<file path="src/sv/fpmd_pkg.sv">
`timescale 1ns / 1ps
package fpmd_pkg;

  localparam logic [1:0] OP_MUL    = 2'd0;
  localparam logic [1:0] OP_DIV    = 2'd1;
  localparam logic [1:0] OP_FACT   = 2'd2;
  localparam logic [1:0] OP_UNUSED = 2'd3;

  localparam logic [1:0] ST_OK     = 2'd0;
  localparam logic [1:0] ST_OVER   = 2'd1;
  localparam logic [1:0] ST_UNDER  = 2'd2;
  localparam logic [1:0] ST_BADARG = 2'd3;

  typedef struct packed {
    logic [1:0]         opcode;
    logic signed [63:0] operand_a;
    logic signed [63:0] operand_b;
  } in_item_t;

  typedef struct packed {
    logic signed [63:0] value;
    logic [1:0]         status;
  } out_item_t;

  typedef struct packed {
    logic load;
    logic fact_init;
    logic mul_step;
    logic div_start;
    logic div_step;
    logic finish;
    logic fact_next;
  } dp_cmd_t;

  typedef struct packed {
    logic bad_arg;
    logic is_fact;
    logic div_last;
    logic fact_done;
    logic res_ok;
    logic rem_nz;
    logic fact_zero;
  } dp_sts_t;

endpackage

</file>
<file path="src/sv/fpmd_datapath.sv">
`timescale 1ns / 1ps
module fpmd_datapath import fpmd_pkg::*; #(
  parameter int SCALE = 1000
) (
  input  logic      clk,
  input  in_item_t  item,
  input  dp_cmd_t   cmd,
  output dp_sts_t   sts,
  output out_item_t res
);

  localparam logic [63:0] SCALE_U = 64'(SCALE);

  logic [1:0]   op_r;
  logic [63:0]  a_r, b_r;
  logic [63:0]  x_r, y_r, z_r;
  logic         neg_r;
  logic [127:0] prod_r, prod_nxt;
  logic [127:0] q_r;
  logic [63:0]  rem_r;
  logic [6:0]   cnt_r;
  logic [63:0]  i_r;
  logic [63:0]  val_r;
  logic [1:0]   st_r;
  logic [63:0]  mx, my, mz;
  logic [64:0]  rem_sh;
  logic         sub_ok;
  logic         qz, neg_eff;
  logic [63:0]  rval;
  logic [1:0]   rst_st;

  assign mx = x_r[63] ? 64'd0 - x_r : x_r;
  assign my = y_r[63] ? 64'd0 - y_r : y_r;
  assign mz = z_r[63] ? 64'd0 - z_r : z_r;

  // Four 32x32 partial products, one added per mul_step
  logic [1:0]  pp_r;
  logic [31:0] px, py;
  logic [63:0] pp;
  assign px = pp_r[0] ? mx[63:32] : mx[31:0];
  assign py = pp_r[1] ? my[63:32] : my[31:0];
  assign pp = px * py;
  assign prod_nxt = prod_r + ({64'd0, pp} << (7'(pp_r[0]) * 7'd32 + 7'(pp_r[1]) * 7'd32));

  assign rem_sh = {rem_r, prod_r[127]};
  assign sub_ok = rem_sh[64] || (rem_sh[63:0] >= mz);

  assign qz = (q_r == 128'd0);
  assign neg_eff = neg_r && !qz;
  assign rval = neg_eff ? 64'd0 - q_r[63:0] : q_r[63:0];
  always_comb begin
    if (neg_eff) begin
      rst_st = (q_r[127:64] != 64'd0 || q_r[63:0] > 64'h8000_0000_0000_0000) ? ST_UNDER : ST_OK;
    end else begin
      rst_st = (q_r[127:64] != 64'd0 || q_r[63]) ? ST_OVER : ST_OK;
    end
  end

  always_ff @(posedge clk) begin
    if (cmd.load) begin
      op_r <= item.opcode;
      a_r  <= item.operand_a;
      b_r  <= item.operand_b;
      x_r  <= item.operand_a;
      y_r  <= (item.opcode == OP_DIV) ? SCALE_U :
              (item.opcode == OP_FACT) ? 64'd1 : item.operand_b;
      z_r  <= (item.opcode == OP_DIV) ? item.operand_b : SCALE_U;
      prod_r <= '0;
      pp_r <= '0;
      val_r <= item.operand_a;
      st_r  <= ST_BADARG;
    end
    if (cmd.fact_init) begin
      x_r   <= SCALE_U;
      y_r   <= SCALE_U;
      z_r   <= SCALE_U;
      i_r   <= SCALE_U;
      val_r <= SCALE_U;
      st_r  <= ST_OK;
      prod_r <= '0;
      pp_r <= '0;
    end
    if (cmd.mul_step) begin
      prod_r <= prod_nxt;
      pp_r   <= pp_r + 2'd1;
    end
    if (cmd.div_start) begin
      rem_r <= '0;
      q_r   <= '0;
      cnt_r <= '0;
      neg_r <= (x_r[63] ^ y_r[63]) ^ z_r[63];
    end
    if (cmd.div_step) begin
      rem_r  <= sub_ok ? rem_sh[63:0] - mz : rem_sh[63:0];
      q_r    <= {q_r[126:0], sub_ok};
      prod_r <= {prod_r[126:0], 1'b0};
      cnt_r  <= cnt_r + 7'd1;
    end
    if (cmd.finish) begin
      val_r <= rval;
      st_r  <= rst_st;
    end
    if (cmd.fact_next) begin
      x_r    <= val_r;
      y_r    <= i_r + SCALE_U;
      i_r    <= i_r + SCALE_U;
      prod_r <= '0;
      pp_r   <= '0;
    end
  end

  always_comb begin
    sts.is_fact   = (op_r == OP_FACT);
    sts.bad_arg   = (op_r == OP_DIV && b_r == 64'd0) || (op_r == OP_UNUSED) ||
                    (op_r == OP_FACT && a_r[63]);
    sts.div_last  = (cnt_r == 7'd127);
    sts.fact_done = (i_r + SCALE_U > a_r) || (i_r + SCALE_U < i_r);
    sts.res_ok    = (st_r == ST_OK);
    sts.rem_nz    = (rem_r != 64'd0);
    sts.fact_zero = (a_r < SCALE_U);
    res.value     = val_r;
    res.status    = st_r;
  end

endmodule

</file>
<file path="src/sv/fpmd_ctrl.sv">
`timescale 1ns / 1ps
module fpmd_ctrl import fpmd_pkg::*; (
  input  logic    clk,
  input  logic    rst_n,
  input  logic    in_valid,
  output logic    in_ready,
  output logic    out_valid,
  input  logic    out_ready,
  input  dp_sts_t sts,
  output dp_cmd_t cmd
);

  typedef enum logic [2:0] {S_IDLE, S_CHECK, S_MUL, S_DIV, S_FIN, S_NEXT, S_OUT} state_t;

  state_t     state_r;
  logic [1:0] mcnt_r;
  logic       fchk_r;

  assign in_ready  = (state_r == S_IDLE);
  assign out_valid = (state_r == S_OUT);

  always_comb begin
    cmd = '0;
    cmd.load = in_valid && in_ready;
    unique case (state_r)
      S_MUL: begin
        cmd.mul_step  = 1'b1;
        cmd.div_start = (mcnt_r == 2'd3);
      end
      S_DIV:  cmd.div_step = 1'b1;
      S_FIN:  cmd.finish = !fchk_r;
      S_NEXT: begin
        if (fchk_r) begin
          cmd.fact_init = !sts.rem_nz;
        end else begin
          cmd.fact_next = sts.is_fact && sts.res_ok && !sts.fact_done;
        end
      end
      default: ;
    endcase
  end

  always_ff @(posedge clk) begin
    if (!rst_n) begin
      state_r <= S_IDLE;
      mcnt_r  <= '0;
      fchk_r  <= 1'b0;
    end else begin
      unique case (state_r)
        S_IDLE: if (in_valid) state_r <= S_CHECK;
        S_CHECK: begin
          mcnt_r <= '0;
          fchk_r <= sts.is_fact;
          if (sts.bad_arg) begin
            state_r <= S_OUT;
          end else begin
            state_r <= S_MUL;
          end
        end
        S_MUL: begin
          mcnt_r <= mcnt_r + 2'd1;
          if (mcnt_r == 2'd3) state_r <= S_DIV;
        end
        S_DIV: if (sts.div_last) state_r <= S_FIN;
        S_FIN: state_r <= S_NEXT;
        S_NEXT: begin
          mcnt_r <= '0;
          fchk_r <= 1'b0;
          if (fchk_r) begin
            if (sts.rem_nz || sts.fact_zero) begin
              state_r <= S_OUT;
            end else begin
              state_r <= S_MUL;
            end
          end else if (sts.is_fact && sts.res_ok && !sts.fact_done) begin
            state_r <= S_MUL;
          end else begin
            state_r <= S_OUT;
          end
        end
        S_OUT: if (out_ready) state_r <= S_IDLE;
        default: state_r <= S_IDLE;
      endcase
    end
  end

endmodule

</file>
<file path="src/sv/fixed_point_mul_div_factorial_core.sv">
`timescale 1ns / 1ps
// Channel | Ports                         | Transaction
// in      | in_valid in_ready in_data     | opcode, operand_a, operand_b
// out     | out_valid out_ready out_data  | value, status
// Multiply and divide pass through idle and check, the partial-product steps,
// the restoring divider, and then the finish, next and output states.
// Factorial first runs one pass that checks the argument is a multiple of SCALE,
// then one pass per step until the result overflows or the argument is reached.
// Zero divisor, negative factorial argument or unused opcode go from check straight to output.
// Reset (rst_n low, synchronous) returns the controller to idle.
// The result is held while out_ready is low; no new transaction is taken.
module fixed_point_mul_div_factorial_core import fpmd_pkg::*; #(
  parameter int SCALE = 1000
) (
  input  logic      clk,
  input  logic      rst_n,
  input  logic      in_valid,
  output logic      in_ready,
  input  in_item_t  in_data,
  output logic      out_valid,
  input  logic      out_ready,
  output out_item_t out_data
);

  dp_cmd_t cmd;
  dp_sts_t sts;

  fpmd_ctrl u_ctrl (
    .clk, .rst_n, .in_valid, .in_ready, .out_valid, .out_ready, .sts, .cmd
  );

  fpmd_datapath #(.SCALE(SCALE)) u_dp (
    .clk, .item(in_data), .cmd, .sts, .res(out_data)
  );

endmodule

</file>
<file path="config.mk">
export PLATFORM = sky130hd
export DESIGN_NAME = fixed_point_mul_div_factorial_core
export DESIGN_NICKNAME = d
export VERILOG_FILES = /design/src/sv/fpmd_pkg.sv /design/src/sv/fpmd_datapath.sv /design/src/sv/fpmd_ctrl.sv /design/src/sv/fixed_point_mul_div_factorial_core.sv
export SDC_FILE = /design/constraint.sdc
export NUM_CORES = 2
export LEC_CHECK = 0
export ABC_AREA = 1
export BUFFER_PORTS_ARGS = -buffer_cell sky130_fd_sc_hd__buf_4
export CORE_MARGIN = 8
export CORE_UTILIZATION = 30
export CTS_CLUSTER_DIAMETER = 50
export DETAILED_ROUTE_END_ITERATION = 10
export PLACE_DENSITY_LB_ADDON = 0.3
export RECOVER_POWER = 50
export SYNTH_ARGS = -nofsm -noshare
export SYNTH_HDL_FRONTEND = slang
export SYNTH_HIERARCHICAL = 1
export SYNTH_SLANG_ARGS = --single-unit
</file>
<file path="constraint.sdc">
create_clock -name clk -period 31.5 [get_ports clk]
set_clock_uncertainty 0.15 [all_clocks]
set_input_delay 1.575 -clock clk [delete_from_list [all_inputs] [get_ports clk]]
set_output_delay 1.575 -clock clk [all_outputs]
set_load 0.005 [all_outputs]
</file>
==> run_results.csv <==
group,metric,value,unit
grt,grtUsageTotal,0.248,
timing,setup_tns,0,ps
floorplanning,pin_count,202,
setup_path,slowest_stage,"clkbuf_1",
clocking,clockBufferDepth,3,
floorplanning,fp-row-count,205,
timing,period_share,0.508,
route,post_drt_wl_per_cell,24.5,um
clocking,hold_buffers,0,
floorplanning,die_height,574,um
setup_path,startpoint_type,"flip-flop",
route,initialDrtViolationCount,10300,
place,routabilityCongestion,1.02,
setup_path,crit_buf_inv,9,
clocking,cts_sinks,785,
cells_and_area,layout.nets,14500,
synth,synth_top_cell_by_area,"fa_1",
timing,hold_violations,0,
grt,overflow,0,
setup_path,cpPeakStageDelay,2070,ps
setup_path,cp.arrival,16480,ps
synth,async_flop_share,0,
route,first_pass_iters,8,
grt,grt_antenna_before_repair,16,
clocking,h-tree-depth,3,
grt,grt_max_degree,146,
cells_and_area,mostFrequentLayoutCell,"nand2_1",
min_path,hold_path_class,"reg2reg",
timing,clock.fmax,0.0625,GHz
floorplanning,start_util,0.301,
clocking,clk_transition_reported_paths,60,ps
route,drt-vias-per-instance,5.21,
place,dpl.hpwl,342,mm
grt,grt_pass1_wl,606,mm
synth,syn_area_per_cell,7.26,um^2
setup_path,path_max_fanout,52,
route,drc,0,
synth,synth_nets,14500,
route,final_antenna_net_count,0,
route,routed_wirelength,422,mm
synth,ys_types,65,
cells_and_area,fillers,34000,
place,numPortBuffers,201,
clocking,cts_tree,"done",
timing,tightest_slew,6910,ps
timing,rsz0062_at_grt,"no",
run_status,outcome,"finished, violations left",
synth,synth_edf_count,585,
clocking,cts_resized,0,
synth,synth_area_leaders,"fa_1 (19%), edfxtp_1 (19%), nand2_1 (10%)",
timing,slew_headroom,-3.61,
grt,first_global_vias,86900,
synth,synth_top_area_share,0.192,
setup_path,endpoint_kind,"flip-flop",
synth,syn_area,93500,um^2
route,via_count,89600,
floorplanning,fp.dieW,574,um
synth,synth_cells,12900,
floorplanning,design.core.area,311000,um^2
setup_path,r2r_start,"u_dp/y_r[63]",
min_path,hold_start,"u_dp/prod_r[46]",
clocking,cts_inserted_buffers,115,
run_status,violations,"capacitance limit, slew limit",
clocking,insertion_delay,810,ps
job,maxCapViolCount,14,
clocking,root_buffer,"clkbuf_16",
clocking,post-cts-setup-buffers,0,
synth,ys_ff_latch,785,
floorplanning,die_area,330000,um^2
cells_and_area,areaGrowthSynthToFinish,10.3,%
setup_path,critPathKind,"reg2reg",
timing,maxSlewViolCount,772,
setup_path,cp_top_family,"adder cells",
cells_and_area,drive_above_1_share,0.0438,
synth,ys_warn_count,6,
timing,period_needed,16010,ps
setup_path,cp_common_cell,"fa_1",
timing,setup_viol,0,
synth,synth-main-ff-cell,"edfxtp_1",
setup_path,cp.required,31980,ps
synth,ys_seq_area_frac,0.231,
setup_path,crit_start,"u_dp/y_r[63]",
cells_and_area,final_cell_mix,"nand2_1 (2,566), inv_1 (2,471), nor2_1 (1,940)",
-- logic make-up after synthesis --
kind of cell,synth area share
muxes,0.000107
adders and majority gates,0.267
AOI/OAI and AO/OA,0.108
and+or+nand+nor,0.257
buffers and inverters,0.120
DFF,0.231
xor gates and xnor gates,0.0185
-- area by class of cell --
cell class / instances / area, um^2 / area share
clock buffers: 120 / 2900 / 0.0281
well taps: 4140 / 5180 / 0.0502
flip-flops and latches: 785 / 21600 / 0.209
multi-input cells: 9189 / 60800 / 0.590
diodes: 6 / 15.0 / 0.000146
clock inverters: 98 / 1270 / 0.0123
repair buffers: 343 / 1930 / 0.0187
inverters: 2518 / 9460 / 0.0918
-- cells in the mapped netlist, drive strengths merged, types with 47 or more instances --
| cell type | count |
|---|---|
| nor3 | 185 |
| o21ai | 643 |
| xnor2 | 64 |
| clkbuf | 247 |
| nand2 | 2593 |
| edfxtp | 585 |
| dfxtp | 200 |
| nand3b | 98 |
| nand3 | 557 |
| fa | 898 |
| a31oi | 118 |
| xor2 | 133 |
| nand4 | 122 |
| nor4 | 124 |
| nor2 | 1975 |
| o22ai | 150 |
| a21boi | 71 |
| a21o | 49 |
| or2 | 66 |
| ha | 555 |
| inv | 2502 |
| o21bai | 47 |
| a21oi | 621 |
| buf | 145 |
-- metal layers --
| layer | GRT usage | vias up | share of wire |
|---|---|---|---|
| li1 | - | 40900 | - |
| met1 | 0.349 | 43500 | 0.44 |
| met2 | 0.369 | 4494 | 0.41 |
| met3 | 0.0483 | 697 | 0.097 |
| met4 | 0.102 | 10 | 0.051 |
| met5 | 0.00493 | - | 0.00066 |
-- worst reg2reg max path, delay by kind of cell, from the launching register on --
kind | cells | cell delay [ps]
fa+ha+maj | 10 | 4960
buf+inv | 9 | 3300
simple gates | 13 | 2860
flops | 1 | 320
compound gates | 8 | 3990
xor+xnor | 1 | 250
-- path summary, 6_finish.rpt --
kind                                          to  slack [ps]  depth (start not counted)
worst max-delay path            u_dp/prod_r[109]       15490                         41
worst min register to register   u_dp/prod_r[47]         270                          2
worst min-delay path             u_dp/prod_r[47]         270                          2
worst max register to register  u_dp/prod_r[109]       15490                         41
-- per-stage QoR --
stage | utilization | hold WS, ps | worst slack, ps | cells | area, um^2
after floorplan | - | 278 | 20440 | 12900 | 93500
after global placement | 0.320 | 299 | 17030 | 17000 | 99600
after detailed placement | 0.320 | 299 | 17280 | 17000 | 99600
after CTS | 0.334 | 273 | 17180 | 17200 | 104000
after global routing | 0.331 | 310 | 15190 | 17200 | 103000
final | 0.331 | 274 | 15490 | 17200 | 103000
-- state kept, by name, indices dropped and copies added (netlist names), 3 cells and up --
signal          count
u_dp/z_r           64
u_dp/prod_r       128
u_dp/y_r           64
u_dp/rem_r         64
u_dp/b_r           64
u_ctrl/state_r      3
u_dp/val_r         64
u_dp/x_r           64
u_dp/i_r           61
u_dp/q_r          128
u_dp/a_r           64
u_dp/cnt_r          7
Power is left out: the tool's default activity adds up to more than one toggle a clock period on the data nets, which glitch-free logic cannot reach.
